==> src/rtl/core/wclmf_pkg.sv <==
package wclmf_pkg;

  // fixed field widths
  localparam int BRIGHT_W   = 8;
  localparam int TEMP_W     = 15;
  localparam int MIRED_W    = 16;
  localparam int FADE_W     = 16;
  localparam int CFG_W      = 16;
  localparam int CFG_ADDR_W = 2;

  // register reset values
  localparam logic [MIRED_W-1:0]  MIREDS_WARM_RST = 16'd454;
  localparam logic [MIRED_W-1:0]  MIREDS_COLD_RST = 16'd153;
  localparam logic [FADE_W-1:0]   FADE_FULL_RST   = 16'd1000;
  localparam logic [BRIGHT_W-1:0] BRIGHT_MAX_RST  = 8'd254;

  typedef enum logic [CFG_ADDR_W-1:0] {
    CFG_MIREDS_WARM     = 2'd0,
    CFG_MIREDS_COLD     = 2'd1,
    CFG_FADE_FULL_SWING = 2'd2,
    CFG_BRIGHTNESS_MAX  = 2'd3
  } cfg_idx_t;

  typedef enum logic [3:0] {
    ST_IDLE,
    ST_PREP,
    ST_DIV_TC,
    ST_DIV_BC,
    ST_MIX_MUL,
    ST_MIX,
    ST_FW_MUL,
    ST_FC_MUL,
    ST_FIN
  } st_t;

endpackage

==> src/rtl/core/wclmf_if.sv <==
interface wclmf_in_if;
  logic                              valid;
  logic                              ready;
  logic [wclmf_pkg::BRIGHT_W-1:0]    brightness;
  logic [wclmf_pkg::TEMP_W-1:0]      temperature;

  modport source (output valid, output brightness, output temperature, input ready);
  modport sink   (input valid, input brightness, input temperature, output ready);
endinterface

interface wclmf_out_if #(parameter int DUTY_BITS = 12);
  logic                              valid;
  logic                              ready;
  logic [DUTY_BITS:0]                warm_duty;
  logic [DUTY_BITS:0]                cold_duty;
  logic [wclmf_pkg::FADE_W-1:0]      fade_ms;

  modport source (output valid, output warm_duty, output cold_duty, output fade_ms,
                  input ready);
  modport sink   (input valid, input warm_duty, input cold_duty, input fade_ms,
                  output ready);
endinterface

==> src/rtl/core/warm_cold_led_mix_fade.sv <==
// Warm/cold LED mixer: each request (brightness, temperature in mireds) gives one result
// with the new warm and cold duty targets (2^DUTY_BITS is full on) and a fade time in ms.
// Brightness is saturated at brightness_max and scaled to full range, the temperature is
// clamped between the two mired bounds and mapped linearly onto 0..full; the channel on
// the far side of the neutral midpoint gets twice the scaled remainder, saturated at full.
// The fade time is the larger change against the previous duties times fade_full_swing,
// divided by full. A request runs through a single radix-2 divider that does the
// temperature and the brightness divisions one after the other, the temperature one
// skipped when the two bounds are equal, followed by four steps through one shared
// multiplier and a final step that waits for the output register. in_ch.ready is
// high only while the sequencer is idle; the result sits in an output register, so the
// next request can be taken while the previous result still waits. Configuration writes
// are taken at any time but must only be made while no request is in flight.
module warm_cold_led_mix_fade #(
  parameter int DUTY_BITS = 12
) (
  input  logic                                 clk,
  input  logic                                 rst_n,
  input  logic                                 cfg_we,
  input  logic [wclmf_pkg::CFG_ADDR_W-1:0]     cfg_addr,
  input  logic [wclmf_pkg::CFG_W-1:0]          cfg_wdata,
  wclmf_in_if.sink                             in_ch,
  wclmf_out_if.source                          out_ch
);

  // duty values run 0..FULL, so one bit wider than DUTY_BITS
  localparam int DW     = DUTY_BITS + 1;
  localparam int MB_W   = (DW > wclmf_pkg::FADE_W) ? DW : wclmf_pkg::FADE_W;
  localparam int PROD_W = DW + MB_W;
  localparam int CNT_W  = $clog2(DUTY_BITS + 1);
  localparam int MW     = wclmf_pkg::MIRED_W;
  localparam int BW     = wclmf_pkg::BRIGHT_W;
  localparam int FW     = wclmf_pkg::FADE_W;

  localparam logic [DW-1:0]    FULL     = DW'(1) << DUTY_BITS;
  localparam logic [DW-1:0]    HALF     = DW'(1) << (DUTY_BITS - 1);
  localparam logic [CNT_W-1:0] CNT_LAST = CNT_W'(DUTY_BITS);

  // configuration registers
  logic [MW-1:0] mireds_warm_r;
  logic [MW-1:0] mireds_cold_r;
  logic [FW-1:0] fade_full_r;
  logic [BW-1:0] bright_max_r;

  // sequencer
  wclmf_pkg::st_t state_r, state_nxt;

  // request and prepared operands
  logic [BW-1:0]                 b_raw_r;
  logic [wclmf_pkg::TEMP_W-1:0]  t_raw_r;
  logic [MW-1:0]                 dx_r;      // clamped temperature minus cold bound
  logic [MW-1:0]                 span_r;    // warm bound minus cold bound
  logic [BW-1:0]                 bx_r;      // saturated brightness
  logic [BW-1:0]                 bd_r;      // brightness max, never zero
  logic                          warm_side_r;

  // shared divider
  logic [MW-1:0]    rem_r;
  logic [DW-1:0]    quo_r;
  logic [CNT_W-1:0] cnt_r;

  // intermediate results
  logic [DW-1:0]     tc_r;
  logic [DW-1:0]     bc_r;
  logic [PROD_W-1:0] prod_r;
  logic [DW-1:0]     warm_new_r;
  logic [DW-1:0]     cold_new_r;
  logic [FW-1:0]     fw_r;

  // channel state and output register
  logic [DW-1:0] warm_now_r;
  logic [DW-1:0] cold_now_r;
  logic          out_valid_r;
  logic [DW-1:0] out_warm_r;
  logic [DW-1:0] out_cold_r;
  logic [FW-1:0] out_fade_r;

  // sequencer decodes
  logic in_acc;
  logic div_on;
  logic div_done;
  logic out_load;

  // ------------------------------------------------------------------
  // prep: clamp brightness and temperature, order the bounds
  // ------------------------------------------------------------------
  logic [MW-1:0]   lo_c, hi_c, t_ext_c, t_cl_c, neutral_c;
  logic [MW:0]     bound_sum_c;
  logic [BW-1:0]   bmax_c, b_cl_c;

  always_comb begin
    lo_c        = (mireds_cold_r < mireds_warm_r) ? mireds_cold_r : mireds_warm_r;
    hi_c        = (mireds_cold_r < mireds_warm_r) ? mireds_warm_r : mireds_cold_r;
    bound_sum_c = {1'b0, lo_c} + {1'b0, hi_c};
    neutral_c   = bound_sum_c[MW:1];
    t_ext_c     = MW'(t_raw_r);
    if (t_ext_c < lo_c) begin
      t_cl_c = lo_c;
    end else if (t_ext_c > hi_c) begin
      t_cl_c = hi_c;
    end else begin
      t_cl_c = t_ext_c;
    end
    bmax_c = (bright_max_r == '0) ? BW'(1) : bright_max_r;
    b_cl_c = (b_raw_r > bmax_c) ? bmax_c : b_raw_r;
  end

  // ------------------------------------------------------------------
  // shared divider step: quotient of x * 2^DUTY_BITS / d with x <= d,
  // one quotient bit per cycle, msb first
  // ------------------------------------------------------------------
  logic [MW-1:0] div_x_c, div_d_c;
  logic [MW:0]   div_sh_c, div_sub_c;
  logic          div_ge_c;
  logic [MW-1:0] rem_nxt;
  logic [DW-1:0] quo_nxt;

  always_comb begin
    if (state_r == wclmf_pkg::ST_DIV_TC) begin
      div_x_c = dx_r;
      div_d_c = span_r;
    end else begin
      div_x_c = MW'(bx_r);
      div_d_c = MW'(bd_r);
    end
    // first step compares x itself, later steps the doubled remainder
    div_sh_c  = (cnt_r == CNT_LAST) ? {1'b0, div_x_c} : {rem_r, 1'b0};
    div_sub_c = div_sh_c - {1'b0, div_d_c};
    div_ge_c  = (div_sh_c >= {1'b0, div_d_c});
    rem_nxt   = div_ge_c ? div_sub_c[MW-1:0] : div_sh_c[MW-1:0];
    quo_nxt   = {quo_r[DW-2:0], div_ge_c};
  end

  // ------------------------------------------------------------------
  // shared multiplier operands
  // ------------------------------------------------------------------
  logic [DW-1:0]     mul_a_c;
  logic [MB_W-1:0]   mul_b_c;
  logic [DW-1:0]     diff_w_c, diff_c_c;
  logic [PROD_W-1:0] mix_sh_c;
  logic [DW-1:0]     mix_c;
  logic [FW-1:0]     fade_cur_c;

  always_comb begin
    diff_w_c = (warm_now_r > warm_new_r) ? (warm_now_r - warm_new_r)
                                         : (warm_new_r - warm_now_r);
    diff_c_c = (cold_now_r > cold_new_r) ? (cold_now_r - cold_new_r)
                                         : (cold_new_r - cold_now_r);
    unique case (state_r)
      wclmf_pkg::ST_MIX_MUL: begin
        mul_a_c = warm_side_r ? (FULL - tc_r) : tc_r;
        mul_b_c = MB_W'(bc_r);
      end
      wclmf_pkg::ST_FW_MUL: begin
        mul_a_c = diff_w_c;
        mul_b_c = MB_W'(fade_full_r);
      end
      wclmf_pkg::ST_FC_MUL: begin
        mul_a_c = diff_c_c;
        mul_b_c = MB_W'(fade_full_r);
      end
      default: begin
        mul_a_c = '0;
        mul_b_c = '0;
      end
    endcase
    // 2 * p / FULL, saturated at full
    mix_sh_c   = prod_r >> (DUTY_BITS - 1);
    mix_c      = (mix_sh_c > PROD_W'(FULL)) ? FULL : mix_sh_c[DW-1:0];
    // p / FULL for the fade time
    fade_cur_c = prod_r[DUTY_BITS +: FW];
  end

  // ------------------------------------------------------------------
  // sequencer: next state
  // ------------------------------------------------------------------
  always_comb begin
    state_nxt = state_r;
    unique case (state_r)
      wclmf_pkg::ST_IDLE: begin
        if (in_acc) state_nxt = wclmf_pkg::ST_PREP;
      end
      wclmf_pkg::ST_PREP: begin
        // equal bounds: neutral, no temperature division
        state_nxt = (hi_c == lo_c) ? wclmf_pkg::ST_DIV_BC : wclmf_pkg::ST_DIV_TC;
      end
      wclmf_pkg::ST_DIV_TC: begin
        if (div_done) state_nxt = wclmf_pkg::ST_DIV_BC;
      end
      wclmf_pkg::ST_DIV_BC: begin
        if (div_done) state_nxt = wclmf_pkg::ST_MIX_MUL;
      end
      wclmf_pkg::ST_MIX_MUL: state_nxt = wclmf_pkg::ST_MIX;
      wclmf_pkg::ST_MIX:     state_nxt = wclmf_pkg::ST_FW_MUL;
      wclmf_pkg::ST_FW_MUL:  state_nxt = wclmf_pkg::ST_FC_MUL;
      wclmf_pkg::ST_FC_MUL:  state_nxt = wclmf_pkg::ST_FIN;
      wclmf_pkg::ST_FIN: begin
        if (out_load) state_nxt = wclmf_pkg::ST_IDLE;
      end
      default: state_nxt = wclmf_pkg::ST_IDLE;
    endcase
  end

  // ------------------------------------------------------------------
  // sequencer: decodes
  // ------------------------------------------------------------------
  always_comb begin
    in_ch.ready = (state_r == wclmf_pkg::ST_IDLE);
    in_acc      = in_ch.valid && in_ch.ready;
    div_on      = (state_r == wclmf_pkg::ST_DIV_TC) || (state_r == wclmf_pkg::ST_DIV_BC);
    div_done    = div_on && (cnt_r == '0);
    // result register frees up when empty or taken this cycle
    out_load    = (state_r == wclmf_pkg::ST_FIN) && (!out_valid_r || out_ch.ready);
  end

  assign out_ch.valid     = out_valid_r;
  assign out_ch.warm_duty = out_warm_r;
  assign out_ch.cold_duty = out_cold_r;
  assign out_ch.fade_ms   = out_fade_r;

  // ------------------------------------------------------------------
  // control registers
  // ------------------------------------------------------------------
  always_ff @(posedge clk) begin
    if (!rst_n) begin
      state_r       <= wclmf_pkg::ST_IDLE;
      cnt_r         <= CNT_LAST;
      out_valid_r   <= 1'b0;
      warm_now_r    <= '0;
      cold_now_r    <= '0;
      mireds_warm_r <= wclmf_pkg::MIREDS_WARM_RST;
      mireds_cold_r <= wclmf_pkg::MIREDS_COLD_RST;
      fade_full_r   <= wclmf_pkg::FADE_FULL_RST;
      bright_max_r  <= wclmf_pkg::BRIGHT_MAX_RST;
    end else begin
      state_r <= state_nxt;
      if (div_on) begin
        cnt_r <= div_done ? CNT_LAST : (cnt_r - CNT_W'(1));
      end
      if (out_load) begin
        out_valid_r <= 1'b1;
        warm_now_r  <= warm_new_r;
        cold_now_r  <= cold_new_r;
      end else if (out_ch.ready) begin
        out_valid_r <= 1'b0;
      end
      if (cfg_we) begin
        unique case (wclmf_pkg::cfg_idx_t'(cfg_addr))
          wclmf_pkg::CFG_MIREDS_WARM:     mireds_warm_r <= cfg_wdata;
          wclmf_pkg::CFG_MIREDS_COLD:     mireds_cold_r <= cfg_wdata;
          wclmf_pkg::CFG_FADE_FULL_SWING: fade_full_r   <= cfg_wdata;
          wclmf_pkg::CFG_BRIGHTNESS_MAX:  bright_max_r  <= cfg_wdata[BW-1:0];
          default: ;
        endcase
      end
    end
  end

  // ------------------------------------------------------------------
  // datapath registers
  // ------------------------------------------------------------------
  always_ff @(posedge clk) begin
    if (in_acc) begin
      b_raw_r <= in_ch.brightness;
      t_raw_r <= in_ch.temperature;
    end
    if (state_r == wclmf_pkg::ST_PREP) begin
      dx_r        <= t_cl_c - lo_c;
      span_r      <= hi_c - lo_c;
      bx_r        <= b_cl_c;
      bd_r        <= bmax_c;
      warm_side_r <= (t_cl_c >= neutral_c);
      tc_r        <= HALF;
    end
    if (div_on) begin
      rem_r <= rem_nxt;
      quo_r <= quo_nxt;
    end
    if (div_done && (state_r == wclmf_pkg::ST_DIV_TC)) tc_r <= quo_nxt;
    if (div_done && (state_r == wclmf_pkg::ST_DIV_BC)) bc_r <= quo_nxt;
    // cold channel product is held while the result waits for a free output register
    if (state_r != wclmf_pkg::ST_FIN) prod_r <= PROD_W'(mul_a_c) * PROD_W'(mul_b_c);
    if (state_r == wclmf_pkg::ST_MIX) begin
      warm_new_r <= warm_side_r ? bc_r : mix_c;
      cold_new_r <= warm_side_r ? mix_c : bc_r;
    end
    if (state_r == wclmf_pkg::ST_FC_MUL) fw_r <= fade_cur_c;
    if (out_load) begin
      out_warm_r <= warm_new_r;
      out_cold_r <= cold_new_r;
      out_fade_r <= (fw_r > fade_cur_c) ? fw_r : fade_cur_c;
    end
  end

`ifndef ASSERT_OFF
  // divider counter rests at its start value outside the division steps
  a_cnt_idle: assert property (@(posedge clk) disable iff (!rst_n)
    !div_on |-> cnt_r == CNT_LAST)
    else $error("divider counter not parked outside division");

  // both division quotients are within full scale before mixing
  a_quo_range: assert property (@(posedge clk) disable iff (!rst_n)
    state_r == wclmf_pkg::ST_MIX_MUL |-> (tc_r <= FULL) && (bc_r <= FULL))
    else $error("division quotient above full scale");

  // remembered duties never exceed full scale
  a_now_range: assert property (@(posedge clk) disable iff (!rst_n)
    (warm_now_r <= FULL) && (cold_now_r <= FULL))
    else $error("channel duty above full scale");

  // a loaded result matches the remembered duties
  a_load_now: assert property (@(posedge clk) disable iff (!rst_n)
    out_load |=> out_valid_r && (out_warm_r == warm_now_r) && (out_cold_r == cold_now_r))
    else $error("result and channel state disagree");

  // an accepted request always goes to operand preparation
  a_acc_prep: assert property (@(posedge clk) disable iff (!rst_n)
    in_acc |=> state_r == wclmf_pkg::ST_PREP)
    else $error("accepted request not started");
`endif

endmodule

==> src/flat_wrapper.sv <==
// flat-port wrapper written by rule: the top's interface ports become plain ports
module warm_cold_led_mix_fade_flat 
#(
  parameter int DUTY_BITS = 12
)
  (clk, rst_n, cfg_we, cfg_addr, cfg_wdata, in_ch_valid, in_ch_brightness, in_ch_temperature, in_ch_ready, out_ch_valid, out_ch_warm_duty, out_ch_cold_duty, out_ch_fade_ms, out_ch_ready);
  wclmf_in_if in_ch_i ();
  wclmf_out_if #(.DUTY_BITS(DUTY_BITS)) out_ch_i ();
  input  logic clk;
  input  logic rst_n;
  input  logic cfg_we;
  input  logic [wclmf_pkg::CFG_ADDR_W-1:0] cfg_addr;
  input  logic [wclmf_pkg::CFG_W-1:0] cfg_wdata;
  input wire logic [$bits(in_ch_i.valid)-1:0] in_ch_valid;
  input wire logic [$bits(in_ch_i.brightness)-1:0] in_ch_brightness;
  input wire logic [$bits(in_ch_i.temperature)-1:0] in_ch_temperature;
  output wire logic [$bits(in_ch_i.ready)-1:0] in_ch_ready;
  output wire logic [$bits(out_ch_i.valid)-1:0] out_ch_valid;
  output wire logic [$bits(out_ch_i.warm_duty)-1:0] out_ch_warm_duty;
  output wire logic [$bits(out_ch_i.cold_duty)-1:0] out_ch_cold_duty;
  output wire logic [$bits(out_ch_i.fade_ms)-1:0] out_ch_fade_ms;
  input wire logic [$bits(out_ch_i.ready)-1:0] out_ch_ready;
  assign in_ch_i.valid = in_ch_valid;
  assign in_ch_i.brightness = in_ch_brightness;
  assign in_ch_i.temperature = in_ch_temperature;
  assign in_ch_ready = in_ch_i.ready;
  assign out_ch_valid = out_ch_i.valid;
  assign out_ch_warm_duty = out_ch_i.warm_duty;
  assign out_ch_cold_duty = out_ch_i.cold_duty;
  assign out_ch_fade_ms = out_ch_i.fade_ms;
  assign out_ch_i.ready = out_ch_ready;
  warm_cold_led_mix_fade #(.DUTY_BITS(DUTY_BITS)) u_core (.clk(clk), .rst_n(rst_n), .cfg_we(cfg_we), .cfg_addr(cfg_addr), .cfg_wdata(cfg_wdata), .in_ch(in_ch_i), .out_ch(out_ch_i));
endmodule
==> config.mk <==
export PLATFORM = sky130hd
export DESIGN_NAME = warm_cold_led_mix_fade_flat
export DESIGN_NICKNAME = d
export VERILOG_FILES = /design/src/rtl/core/wclmf_pkg.sv /design/src/rtl/core/wclmf_if.sv /design/src/rtl/core/warm_cold_led_mix_fade.sv /design/src/flat_wrapper.sv
export SDC_FILE = /design/constraint.sdc
export NUM_CORES = 1
export LEC_CHECK = 0
export BUFFER_PORTS_ARGS = -buffer_cell sky130_fd_sc_hd__buf_2
export CORE_MARGIN = 3
export CORE_UTILIZATION = 58
export CTS_BUF_LIST = sky130_fd_sc_hd__clkbuf_2
export DETAILED_ROUTE_END_ITERATION = 16
export PLACE_DENSITY = 0.86
export SETUP_SLACK_MARGIN = 0.15
export SYNTH_ARGS = -nofsm -noshare
export SYNTH_HDL_FRONTEND = slang
export SYNTH_SLANG_ARGS = --single-unit
==> constraint.sdc <==
create_clock -name clk -period 8.78 [get_ports clk]
set_input_delay 0.439 -clock clk [delete_from_list [all_inputs] [get_ports clk]]
set_output_delay 0.439 -clock clk [all_outputs]
set_load 0.1 [all_outputs]
==> flow_summary.ini <==
[timing]
skew_ps = 126.9
slew_headroom_pct = 13.66
max_freq_ghz = 0.1196
fin_setup_tns_ps = 0
finalSetupViolCount = 0
period_share_pct = 95.21
worst_pin_slew_ps = 1295
rsz0062_at_grt = false
report.final.slew_viol_count = 0
finalHoldViolCount = 0
fin_crit_ps = 8359

[clock_tree]
cts_tree = built
numCtsBuffers = 88
cts.sinks = 319
clkTransAtPathRegs_ps = 110
htree_levels = 3
cts_max_path_buffers = 3
clk-insertion-delay-late_ps = 1140
clock-root-buffer = clkbuf_2

[setup_path]
slowest_stage = fa_1
worstSetupPathType = register to register
crit_family = adder cells
crit_buf_inv = 6
endpoint_kind = register
cp-start-kind = register
critPathMaxStageDelay_ps = 550
arrival_ps = 9180
critPathMaxFanout = 9
crit_top_cell = a21o_1
cp.required_ps = 9600

[route]
drt-initial-drc-count = 2026
viasPerCell = 6.013
postRouteWirelength_um = 77630
drc = 0
post_drt_wl_per_cell_um = 20.72
vias = 22530
ant_nets = 0
first_pass_iters = 10

[placed_design]
gp_congestion = 1.065
io_buffers = 89
hpwlAfterDp_um = 57280

[run]
drv_cap = 0

[floorplan]
io_pins = 90
die-area_mm2 = 0.04866
die_height_um = 220.6
core_area_mm2 = 0.04548
die_x_um = 220.6
rows = 78
start_util_pct = 58.73

[synthesis]
synth-seq-cells = 319
yosys_warnings = 0
syn_nets = 3311
ys_seq_area_share_pct = 32.45
synth_flop_cell = edfxtp_1
async_flop_share_pct = 0
netlist_instances = 2849
syn-cell-area_mm2 = 0.02671
synth-edff-count = 228
yosysUniqueCellTypes = 84
postSynthAreaPerCell_um2 = 9.375

[pwr]
power_leakage_nw = 13.30
power_density_mw_per_mm2 = 149.2
ir_worst_vdd_uv = 132.4

[global_route]
grt_usage_pct = 31.94
grt_max_degree = 90
overflow = 0
first_global_vias = 22760
grt_antenna_before_repair = 4
grt_pass1_wl_um = 121000

[cells_and_area]
drive_gt1_share_pct = 14.67
area_growth_pct = 12.55
fin_util_pct = 66.11
final_nets = 3532

[outcome]
status = finished clean

[min_path]
hp-class = input port to register
cell usage in the layout, fill, tap and decap left out, types with 14 or more instances in the layout:
master / count
edfxtp_1: 228
and3_1: 24
o21ai_1: 19
nor2_1: 151
nor3_1: 25
and2_1: 39
xor2_1: 29
fa_1: 159
o21ai_0: 122
ha_1: 241
inv_1: 363
clkbuf_2: 131
a22oi_1: 14
mux2_2: 51
clkinv_1: 17
mux2i_1: 67
nor4_1: 16
nand2_1: 391
dfxtp_1: 88
buf_4: 77
a21boi_0: 71
nand2b_1: 33
o21bai_1: 15
nand4_1: 28
nor2b_1: 29
or2_2: 15
xnor2_1: 51
dlygate4sd3_1: 74
buf_2: 88
a21oi_1: 105
a21o_1: 41
o211ai_1: 29
o21a_1: 27
nand3_1: 47
flip-flops by register name, summed over array words and instances (netlist names), 13 cells and up:
signal	flops
u_core.mireds_cold_r	16
u_core.fw_r	16
u_core.cold_new_r	13
u_core.rem_r	16
u_core.fade_full_r	16
u_core.tc_r	13
u_core.cold_now_r	13
u_core.out_ch.warm_duty	13
u_core.out_ch.cold_duty	13
u_core.span_r	16
u_core.warm_now_r	13
u_core.bc_r	13
u_core.prod_r	18
u_core.mireds_warm_r	16
u_core.dx_r	16
u_core.warm_new_r	13
u_core.out_ch.fade_ms	16
u_core.t_raw_r	15
worst paths after layout:
| kind | depth (start not counted) | endpoint | slack (ps) | from |
|---|---|---|---|---|
| max reg2reg | 32 | u_core.prod_r[23]$_DFFE_PN_ | 420 | u_core.cold_new_r[1]$_DFFE_PP_ |
| min reg2reg | 0 | u_core.quo_r[1]$_DFFE_PP_ | 450 | u_core.quo_r[0]$_DFFE_PP_ |
| min | 2 | u_core.t_raw_r[0]$_DFFE_PP_ | 70 | in_ch_temperature[0] |
| max | 32 | u_core.prod_r[23]$_DFFE_PN_ | 420 | u_core.cold_new_r[1]$_DFFE_PP_ |
Yosys cell counts, drive strengths merged (14+ instances only):
cell / count / area share, %
inv: 364 / 5.1
fa: 160 / 12
nor3: 29 / 0.56
ha: 256 / 12
xnor2: 51 / 1.7
mux2: 52 / 2.2
a31oi: 15 / 0.35
buf: 40 / 0.79
and2: 39 / 0.91
nand2: 391 / 5.5
nand2b: 34 / 0.80
o21bai: 15 / 0.42
nor4: 16 / 0.37
o31ai: 15 / 0.42
xor2: 29 / 0.95
mux2i: 71 / 2.7
nor2b: 29 / 0.68
and3: 25 / 0.59
a21o: 42 / 1.2
o21ai: 144 / 2.7
nor2: 154 / 2.2
o211ai: 29 / 0.82
nand3: 49 / 0.92
edfxtp: 228 / 26
o21a: 27 / 0.76
nand4: 28 / 0.66
a22oi: 14 / 0.39
or2: 16 / 0.37
a21oi: 112 / 2.1
a21boi: 74 / 2.1
clkbuf: 76 / 1.1
dfxtp: 91 / 6.8
power by group:
part / internal, W / switching [W]
Sequential: 0.00180 / 0.0000763
Clock: 0.000490 / 0.000685
Combinational: 0.000604 / 0.000829
cells by family after synthesis:
group                      count (synthesis)  share of synthesized area (%)
and+or+nand+nor                          843                          14.44
AOI/OAI and AO/OA                        586                          14.64
buffers and inverters                    482                          7.003
adders and majority gates                416                          23.98
DFF                                      319                          32.45
muxes                                    123                          4.853
xor gates and xnor gates                  80                          2.623
stage by stage:
| step | setup WS (ps) | power [W] | std cells | area (µm²) | hold WS (ps) |
|---|---|---|---|---|---|
| after detailed placement | 22.87 | 0.003267 | 3485 | 27940 | 418.6 |
| final | 421.0 | 0.004485 | 3747 | 30060 | 73.54 |
| after global routing | 128.9 | 0.004727 | 3745 | 30060 | 5.482 |
| after floorplan | 559.2 | 0.002914 | 2849 | 26710 | 417.4 |
| after global placement | 186.1 | 0.003197 | 3485 | 27940 | 415.4 |
| after CTS | 163.4 | 0.004454 | 3722 | 29590 | 6.158 |
routing by layer:
metal | share of wire [%] | up-vias | track usage (%)
li1 | - | 10287 | -
met1 | 39 | 10927 | 38.59
met2 | 48 | 1056 | 53.68
met3 | 7.6 | 258 | 6.386
met4 | 5.7 | 2 | 17.85
met5 | 0.014 | - | 0
area by class of cell:
type                    instances  area, µm²
clock buffers                 130      650.6
inverters                     366       1374
flip-flops and latches        319       8675
clock inverters                33      219.0
well taps                     600      750.7
repair buffers                247       1844
multi-input cells            2048      16540
diodes                          4      10.01
fillers                      3580      15410
timing repair:
item	4_1_cts	5_1_grt
endpoints found under the hold margin	108	0
resized for setup	10	66
buffers inserted	0	21
hold buffers	74	0
setup endpoints to repair	9	14
pin swaps	0	20
Note: power is estimated with default switching activity, not from simulation.
